$ cat src/rtl/nps_pkg.sv
// shared types, constants and helpers of the nearest pixel scatter resize block
// no dependencies; imported by the controller, the datapath and the top level
package nps_pkg;

  localparam int DIM_W     = 16;   // width of every dimension and coordinate
  localparam int PIX_W     = 8;    // one component byte
  localparam int NCOMP     = 4;    // components carried in one word
  localparam int IDX_W     = 32;   // destination pixel index
  localparam int CFG_IDX_W = 3;
  localparam int CFG_DAT_W = 16;
  localparam int IN_W      = NCOMP * PIX_W;
  localparam int OUT_W     = 2 * DIM_W + IDX_W + NCOMP * PIX_W;
  localparam int STEP_W    = $clog2(DIM_W);

  // configuration register indexes
  localparam logic [CFG_IDX_W-1:0] REG_SRC_W   = 3'd0;
  localparam logic [CFG_IDX_W-1:0] REG_SRC_H   = 3'd1;
  localparam logic [CFG_IDX_W-1:0] REG_ALPHA   = 3'd2;
  localparam logic [CFG_IDX_W-1:0] REG_POW2    = 3'd3;
  localparam logic [CFG_IDX_W-1:0] REG_TGT_W   = 3'd4;
  localparam logic [CFG_IDX_W-1:0] REG_TGT_H   = 3'd5;

  // controller to datapath commands
  typedef struct packed {
    logic load;       // take the input word, clamp counters, advance them
    logic mul_x;      // dw * col
    logic mul_y;      // dh * row
    logic div_init;   // load both divider lanes from the products
    logic div_step;   // one quotient bit on both lanes
    logic idx;        // dy * dw + dx
    logic out_load;   // move the finished result into the output register
  } cmd_t;

  // largest power of two not above v; 1 for zero
  function automatic logic [DIM_W-1:0] pow2_floor(input logic [DIM_W-1:0] v);
    logic [DIM_W-1:0] r;
    r = {{(DIM_W-1){1'b0}}, 1'b1};
    for (int i = 0; i < DIM_W; i++) begin
      if (v[i]) begin
        r    = '0;
        r[i] = 1'b1;
      end
    end
    return r;
  endfunction

endpackage

$ cat src/rtl/nps_ctrl.sv
// sequencer of the resize block: steps one pixel through multiply, divide and index
// depends on nps_pkg; drives the datapath by cmd_t only
module nps_ctrl (
  input  logic          clk,
  input  logic          rst_n,
  input  logic          in_tvalid,
  output logic          in_tready,
  output logic          out_tvalid,
  input  logic          out_tready,
  output nps_pkg::cmd_t cmd
);
  import nps_pkg::*;

  typedef enum logic [2:0] {
    S_IDLE,
    S_MULX,
    S_MULY,
    S_DINIT,
    S_DIV,
    S_IDX,
    S_DONE
  } state_t;

  state_t            state_r, state_nxt;
  logic [STEP_W-1:0] step_r, step_nxt;
  logic              out_valid_r, out_valid_nxt;
  logic              slot_free;

  assign in_tready  = (state_r == S_IDLE);
  assign out_tvalid = out_valid_r;
  assign slot_free  = !out_valid_r || out_tready;

  always_comb begin
    cmd          = '0;
    cmd.load     = (state_r == S_IDLE) && in_tvalid;
    cmd.mul_x    = (state_r == S_MULX);
    cmd.mul_y    = (state_r == S_MULY);
    cmd.div_init = (state_r == S_DINIT);
    cmd.div_step = (state_r == S_DIV);
    cmd.idx      = (state_r == S_IDX);
    cmd.out_load = (state_r == S_DONE) && slot_free;
  end

  always_comb begin
    state_nxt     = state_r;
    step_nxt      = step_r;
    out_valid_nxt = out_valid_r;
    if (out_valid_r && out_tready) begin
      out_valid_nxt = 1'b0;
    end
    unique case (state_r)
      S_IDLE: begin
        if (in_tvalid) begin
          state_nxt = S_MULX;
        end
      end
      S_MULX:  state_nxt = S_MULY;
      S_MULY:  state_nxt = S_DINIT;
      S_DINIT: begin
        state_nxt = S_DIV;
        step_nxt  = '0;
      end
      S_DIV: begin
        step_nxt = step_r + 1'b1;
        if (step_r == STEP_W'(DIM_W - 1)) begin
          state_nxt = S_IDX;
        end
      end
      S_IDX:   state_nxt = S_DONE;
      S_DONE: begin
        if (slot_free) begin
          out_valid_nxt = 1'b1;
          state_nxt     = S_IDLE;
        end
      end
      default: state_nxt = S_IDLE;
    endcase
  end

  always_ff @(posedge clk) begin
    if (!rst_n) begin
      state_r     <= S_IDLE;
      step_r      <= '0;
      out_valid_r <= 1'b0;
    end else begin
      state_r     <= state_nxt;
      step_r      <= step_nxt;
      out_valid_r <= out_valid_nxt;
    end
  end

  // once a word is taken the block is busy until its result is queued
  a_busy_after_load: assert property (@(posedge clk) disable iff (!rst_n)
    cmd.load |=> !in_tready)
    else $error("input taken twice for one item");

  // the output register is only overwritten when empty or being drained
  a_no_overwrite: assert property (@(posedge clk) disable iff (!rst_n)
    cmd.out_load |-> (!out_valid_r || out_tready))
    else $error("result overwrote a pending word");

  // a new result only appears from the final state
  a_valid_source: assert property (@(posedge clk) disable iff (!rst_n)
    $rose(out_valid_r) |-> $past(state_r == S_DONE))
    else $error("result raised outside the final state");

  // the divider runs exactly its full step count
  a_div_length: assert property (@(posedge clk) disable iff (!rst_n)
    (state_r == S_IDX) |-> $past(state_r == S_DIV) && $past(step_r) == STEP_W'(DIM_W - 1))
    else $error("divider left early");

endmodule

$ cat src/rtl/nps_datapath.sv
// datapath of the resize block: config registers, counters, shared multiplier,
// two-lane shift-subtract divider and the output register; depends on nps_pkg
module nps_datapath (
  input  logic                          clk,
  input  logic                          rst_n,
  input  logic                          cfg_valid,
  input  logic [nps_pkg::CFG_IDX_W-1:0] cfg_index,
  input  logic [nps_pkg::CFG_DAT_W-1:0] cfg_data,
  input  logic [nps_pkg::IN_W-1:0]      in_tdata,
  input  nps_pkg::cmd_t                 cmd,
  output logic [nps_pkg::OUT_W-1:0]     out_tdata,
  output logic                          out_tlast
);
  import nps_pkg::*;

  // configuration
  logic [DIM_W-1:0] src_w_r, src_h_r, tgt_w_r, tgt_h_r;
  logic             alpha_r, pow2_r;

  // frame position
  logic [DIM_W-1:0] col_cnt_r, row_cnt_r;

  // per item working registers
  logic [DIM_W-1:0]       col_r, row_r, dw_r, dh_r;
  logic [NCOMP*PIX_W-1:0] pix_r;
  logic                   last_r;
  logic [IDX_W-1:0]       px_r, py_r, idx_r;
  logic [2*DIM_W-1:0]     lane_x_r, lane_y_r;   // {remainder, numerator low / quotient}

  logic [DIM_W-1:0]   sw, sh, col_c, row_c;
  logic               last_col, last_row;
  logic [DIM_W-1:0]   mul_a, mul_b;
  logic [IDX_W-1:0]   prod;
  logic [PIX_W-1:0]   alpha_byte;

  logic [OUT_W-1:0] out_data_r;
  logic             out_last_r;

  // one restoring step: shift in the next numerator bit, subtract when it fits
  function automatic logic [2*DIM_W-1:0] div_step(input logic [2*DIM_W-1:0] lane,
                                                  input logic [DIM_W-1:0]   d);
    logic [DIM_W:0]   t;
    logic             ge;
    logic [DIM_W-1:0] rem;
    t   = {lane[2*DIM_W-1:DIM_W], lane[DIM_W-1]};
    ge  = (t >= {1'b0, d});
    rem = ge ? DIM_W'(t - {1'b0, d}) : t[DIM_W-1:0];
    return {rem, lane[DIM_W-2:0], ge};
  endfunction

  always_ff @(posedge clk) begin
    if (!rst_n) begin
      src_w_r <= DIM_W'(1);
      src_h_r <= DIM_W'(1);
      alpha_r <= 1'b0;
      pow2_r  <= 1'b1;
      tgt_w_r <= DIM_W'(1);
      tgt_h_r <= DIM_W'(1);
    end else if (cfg_valid) begin
      unique case (cfg_index)
        REG_SRC_W: src_w_r <= cfg_data;
        REG_SRC_H: src_h_r <= cfg_data;
        REG_ALPHA: alpha_r <= cfg_data[0];
        REG_POW2:  pow2_r  <= cfg_data[0];
        REG_TGT_W: tgt_w_r <= cfg_data;
        REG_TGT_H: tgt_h_r <= cfg_data;
        default: ;
      endcase
    end
  end

  // zero source size acts as one; a stale counter is pulled to the last place
  assign sw       = (src_w_r == '0) ? DIM_W'(1) : src_w_r;
  assign sh       = (src_h_r == '0) ? DIM_W'(1) : src_h_r;
  assign col_c    = (col_cnt_r < sw) ? col_cnt_r : sw - 1'b1;
  assign row_c    = (row_cnt_r < sh) ? row_cnt_r : sh - 1'b1;
  assign last_col = (col_c == sw - 1'b1);
  assign last_row = (row_c == sh - 1'b1);
  assign alpha_byte = alpha_r ? in_tdata[NCOMP*PIX_W-1 -: PIX_W] : '0;

  always_ff @(posedge clk) begin
    if (!rst_n) begin
      col_cnt_r <= '0;
      row_cnt_r <= '0;
    end else if (cmd.load) begin
      if (last_col) begin
        col_cnt_r <= '0;
        row_cnt_r <= last_row ? '0 : row_c + 1'b1;
      end else begin
        col_cnt_r <= col_c + 1'b1;
        row_cnt_r <= row_c;
      end
    end
  end

  // single shared multiplier
  assign mul_a = cmd.mul_y ? dh_r : dw_r;
  assign mul_b = cmd.mul_x ? col_r : (cmd.mul_y ? row_r : lane_y_r[DIM_W-1:0]);
  assign prod  = IDX_W'(mul_a * mul_b);

  always_ff @(posedge clk) begin
    if (cmd.load) begin
      col_r  <= col_c;
      row_r  <= row_c;
      dw_r   <= pow2_r ? pow2_floor(src_w_r) : tgt_w_r;
      dh_r   <= pow2_r ? pow2_floor(src_h_r) : tgt_h_r;
      pix_r  <= {alpha_byte, in_tdata[(NCOMP-1)*PIX_W-1:0]};
      last_r <= last_col && last_row;
    end
    if (cmd.mul_x) begin
      px_r <= prod;
    end
    if (cmd.mul_y) begin
      py_r <= prod;
    end
    // product < divisor << DIM_W, so the upper half already sits below the divisor
    if (cmd.div_init) begin
      lane_x_r <= px_r;
      lane_y_r <= py_r;
    end else if (cmd.div_step) begin
      lane_x_r <= div_step(lane_x_r, sw);
      lane_y_r <= div_step(lane_y_r, sh);
    end
    if (cmd.idx) begin
      idx_r <= prod + {{(IDX_W-DIM_W){1'b0}}, lane_x_r[DIM_W-1:0]};
    end
    if (cmd.out_load) begin
      out_data_r <= {pix_r, idx_r, lane_y_r[DIM_W-1:0], lane_x_r[DIM_W-1:0]};
      out_last_r <= last_r;
    end
  end

  assign out_tdata = out_data_r;
  assign out_tlast = out_last_r;

endmodule

$ cat src/rtl/nearest_pixel_scatter_resize.sv
// Nearest-neighbor scatter resize. Source pixels arrive in raster order, one word per
// pixel; each gives one destination write with dest_x = dw*col/sw, dest_y = dh*row/sh
// (floor), dest_index = dest_x + dest_y*dw and the pixel bytes. tlast marks the last
// pixel of a frame. With pow2_mode set, dw and dh are the largest powers of two not
// above the source size, otherwise the target registers. After acceptance a pixel passes
// through the shared multiplier for the two scaled products, a divider load, the
// shift-subtract divider (both axes side by side), a multiply-add for the index and
// the hand-over into the output register. The next word is taken only once the block
// is idle again after the hand-over. The output register lets the next pixel start
// while a result waits; the hand-over state holds only while the previous result is
// still waiting there. Configuration may be written whenever no pixel is in flight.
// depends on nps_pkg, nps_ctrl and nps_datapath
module nearest_pixel_scatter_resize (
  input  logic                          clk,
  input  logic                          rst_n,
  // configuration write channel
  input  logic                          cfg_valid,
  output logic                          cfg_ready,
  input  logic [nps_pkg::CFG_IDX_W-1:0] cfg_index,
  input  logic [nps_pkg::CFG_DAT_W-1:0] cfg_data,
  // pixel input
  input  logic                          in_tvalid,
  output logic                          in_tready,
  input  logic [nps_pkg::IN_W-1:0]      in_tdata,   // comp0, comp1, comp2, comp3
  // destination writes
  output logic                          out_tvalid,
  input  logic                          out_tready,
  output logic [nps_pkg::OUT_W-1:0]     out_tdata,  // dest_x, dest_y, dest_index,
                                                    // out0, out1, out2, out3
  output logic                          out_tlast   // frame_last
);
  import nps_pkg::*;

  cmd_t cmd;

  assign cfg_ready = 1'b1;

  nps_ctrl u_ctrl (
    .clk        (clk),
    .rst_n      (rst_n),
    .in_tvalid  (in_tvalid),
    .in_tready  (in_tready),
    .out_tvalid (out_tvalid),
    .out_tready (out_tready),
    .cmd        (cmd)
  );

  nps_datapath u_datapath (
    .clk       (clk),
    .rst_n     (rst_n),
    .cfg_valid (cfg_valid),
    .cfg_index (cfg_index),
    .cfg_data  (cfg_data),
    .in_tdata  (in_tdata),
    .cmd       (cmd),
    .out_tdata (out_tdata),
    .out_tlast (out_tlast)
  );

endmodule
$ cat config.mk
export PLATFORM = sky130hd
export DESIGN_NAME = nearest_pixel_scatter_resize
export DESIGN_NICKNAME = d
export VERILOG_FILES = /design/src/rtl/nps_pkg.sv /design/src/rtl/nps_ctrl.sv /design/src/rtl/nps_datapath.sv /design/src/rtl/nearest_pixel_scatter_resize.sv
export SDC_FILE = /design/constraint.sdc
export NUM_CORES = 1
export LEC_CHECK = 0
export ABC_AREA = 1
export ABC_CLOCK_PERIOD_IN_PS = 18500
export BUFFER_PORTS_ARGS = -buffer_cell sky130_fd_sc_hd__buf_2
export CELL_PAD_IN_SITES_DETAIL_PLACEMENT = 0
export CELL_PAD_IN_SITES_GLOBAL_PLACEMENT = 1
export CORE_ASPECT_RATIO = 0.9
export CORE_MARGIN = 2
export CORE_UTILIZATION = 50
export CTS_CLUSTER_SIZE = 20
export DETAILED_ROUTE_END_ITERATION = 8
export PLACE_DENSITY = 0.95
export SKIP_CTS_REPAIR_TIMING = 1
export SLEW_MARGIN = 20
export SYNTH_ARGS = -nofsm -noshare
export SYNTH_HDL_FRONTEND = slang
export SYNTH_SLANG_ARGS = --single-unit
$ cat constraint.sdc
create_clock -name clk -period 18.5 [get_ports clk]
set_input_delay 2.775 -clock clk [delete_from_list [all_inputs] [get_ports clk]]
set_output_delay 2.775 -clock clk [all_outputs]
set_load 0.02 [all_outputs]
==> qor.yml <==
vias_per_cell: 5.45
cts_buffer_depth: 3
synth_ff_type: "edfxtp_1"
path_clk_slew_ps: 60
vias: 23800
ys_seq_area_share_pct: 41.7
synth.avg_cell_area_um2: 8.98
nFillCells: 5237
finalNetCount: 3979
fin_skew_ps: 30.5
synth_cells: 3406
critPathLaunchType: "register"
gp_congestion: 0.975
grt_pass1_wl_um: 131000
setup_viol: 0
ys_types: 54
cpLargestDelayFamily: "adder cells"
die_x_um: 265
hold_start: "u_datapath.pix_r[13]"
postSynth.asyncResetShare_pct: 0
synthToLayoutAreaGrowth_pct: 10.5
worstPathMaxFanout: 50
finalHoldViolCount: 0
io_buffers: 154
dieArea_mm2: 0.0632
insertion_delay_ps: 610
synth-edff-count: 354
fin_crit_ps: 9990
endpoint_kind: "register"
dp.final_hpwl_um: 64700
cts_made_buffers: 48
rr_worst_depth: 33
rr_endpoint: "u_datapath.idx_r[30]"
grtUsageTotal_pct: 27.0
antenna_cells: 0
drtIter0Drc: 2192
cts-root-buf: "clkbuf_16"
r2r_slack_ps: 8510
drive_gt1_share_pct: 9.25
ant_nets: 0
worst_ep_required_time_ps: 18850
final_max_slew_viol_count: 0
outcome: "completed"
coreArea_mm2: 0.0602
grt_pass1_vias: 22900
worstHoldPathType: "register to register"
initial_core_util_pct: 50.8
min_to: "u_datapath.out_tdata[77]"
crit_type: "register to register"
tightest_slew_ps: 1150
slowest_delay_ps: 740
rsz0062_at_grt: "no"
drc: 0
setup_tns_ps: 0
rows: 85
critPathBufInv: 8
grt_max_degree: 94
cts_tree: "yes"
avgRoutedWirePerCell_um: 19.5
synthesis.area_mm2: 0.0306
dr.pass1.iters: 6
min_path_cells: 0
ys_seq_elements: 460
fmax_ghz: 0.100
relSlewSlack_pct: 22.8
antenna_found_initial: 0
crit_slowest_cell: "clkinv_1"
r2r_start: "u_ctrl.state_r[2]"
io_pins: 156
wirelength_um: 85200
clock_sink_count: 460
syn-num-nets: 3846
drv_cap: 0
cp_common_cell: "fa_1"
final_common_cell: "nand2_1"
die_y_um: 239
min_period_over_period_pct: 54.0
cp_data_arrival_time_ps: 10340
grt_remaining_overflow: 0
layout_common_cells: "785 x nand2_1, 510 x inv_1, 354 x edfxtp_1"
yosysWarnings: 0
cts-htree-levels: 2
[worst max path at each step]
| stage | endpoint | slack, ps | cells past startpoint | startpoint |
|---|---|---|---|---|
| 2_1_floorplan | u_datapath.idx_r[31] | 9510 | 35 | u_ctrl.state_r[0] |
| 3_3_place_gp | u_datapath.idx_r[30] | 9070 | 34 | u_ctrl.state_r[2] |
| 3_5_place_dp | u_datapath.idx_r[31] | 8800 | 34 | u_ctrl.state_r[0] |
| 4_1_cts | u_datapath.idx_r[30] | 8720 | 33 | u_ctrl.state_r[2] |
| 5_1_grt | u_datapath.idx_r[31] | 8030 | 34 | u_ctrl.state_r[0] |
| 6_report | u_datapath.idx_r[30] | 8510 | 33 | u_ctrl.state_r[2] |
[worst reg2reg max path, delay by kind of cell, from the launching register on]
family          cells  cell delay (ps)
simple gates        9             1810
compound gates      7             2230
fa+ha+maj           8             3200
flops               1              450
xor+xnor            1              230
buf+inv             8             1850
[metrics by stage]
step,util (%),std cells,instance area [µm²],setup WS (ps),hold WS (ps)
finish,56.1,4360,33800,8510,406
global route,56.1,4360,33800,8030,417
CTS,56.1,4360,33800,8720,404
detailed placement,53.4,4272,32200,8800,405
global placement,53.4,4272,32200,9070,400
floorplan,-,3406,30600,9510,400
[synthesized netlist by cell type (6+ instances only)]
cell type	instances	area (µm²)
nand2_1	786	2950
inv_1	510	1910
edfxtp_1	354	10600
nor2_1	342	1280
fa_1	197	3940
ha_1	187	2340
o21ai_0	176	881
a21oi_1	158	791
nand3_1	128	641
dfxtp_1	106	2120
clkbuf_1	81	304
nand4_1	75	469
xor2_1	71	622
xnor2_1	39	342
o21ai_1	21	105
nor3_1	17	85.1
or2_2	16	100
nor2_2	11	68.8
o31ai_1	11	82.6
clkinv_1	10	37.5
buf_2	9	45.0
buf_4	8	60.1
nand2_2	8	50.1
o211ai_1	7	52.6
inv_2	6	22.5
[state kept, by name, summed over array words and instances (netlist names), 32 cells and up]
name                  flops
u_datapath.idx_r         32
u_datapath.pix_r         32
u_datapath.lane_x_r      32
u_datapath.px_r          32
u_datapath.out_tdata     96
u_datapath.py_r          32
u_datapath.lane_y_r      32
[metal layers]
metal,track usage [%],vias to the layer above,share of wire (%)
li1,-,11300,-
met4,11.4,0,4.4
met5,0,-,0
met2,42.3,958,45
met3,5.63,184,8.5
met1,36.8,11300,42
[cell families after synthesis]
logic type | synth area share, %
flops | 41.7
buf+inv | 7.92
compound gates | 7.60
simple gates | 19.0
fa+ha+maj | 20.5
other cells | 0.0123
xor+xnor | 3.20
[layout make-up]
type                    count  area, µm²  area share, %
multi-input cells        2317      15400           45.7
clock inverters            33        384           1.14
well taps                 783        980           2.90
clock buffers              55       1250           3.70
inverters                 526       1970           5.84
flip-flops and latches    460      12800           37.7
repair buffers            186       1010           2.99
Power is left out: the tool's default activity adds up to more than one toggle a clock period on the data nets, which glitch-free logic cannot reach.
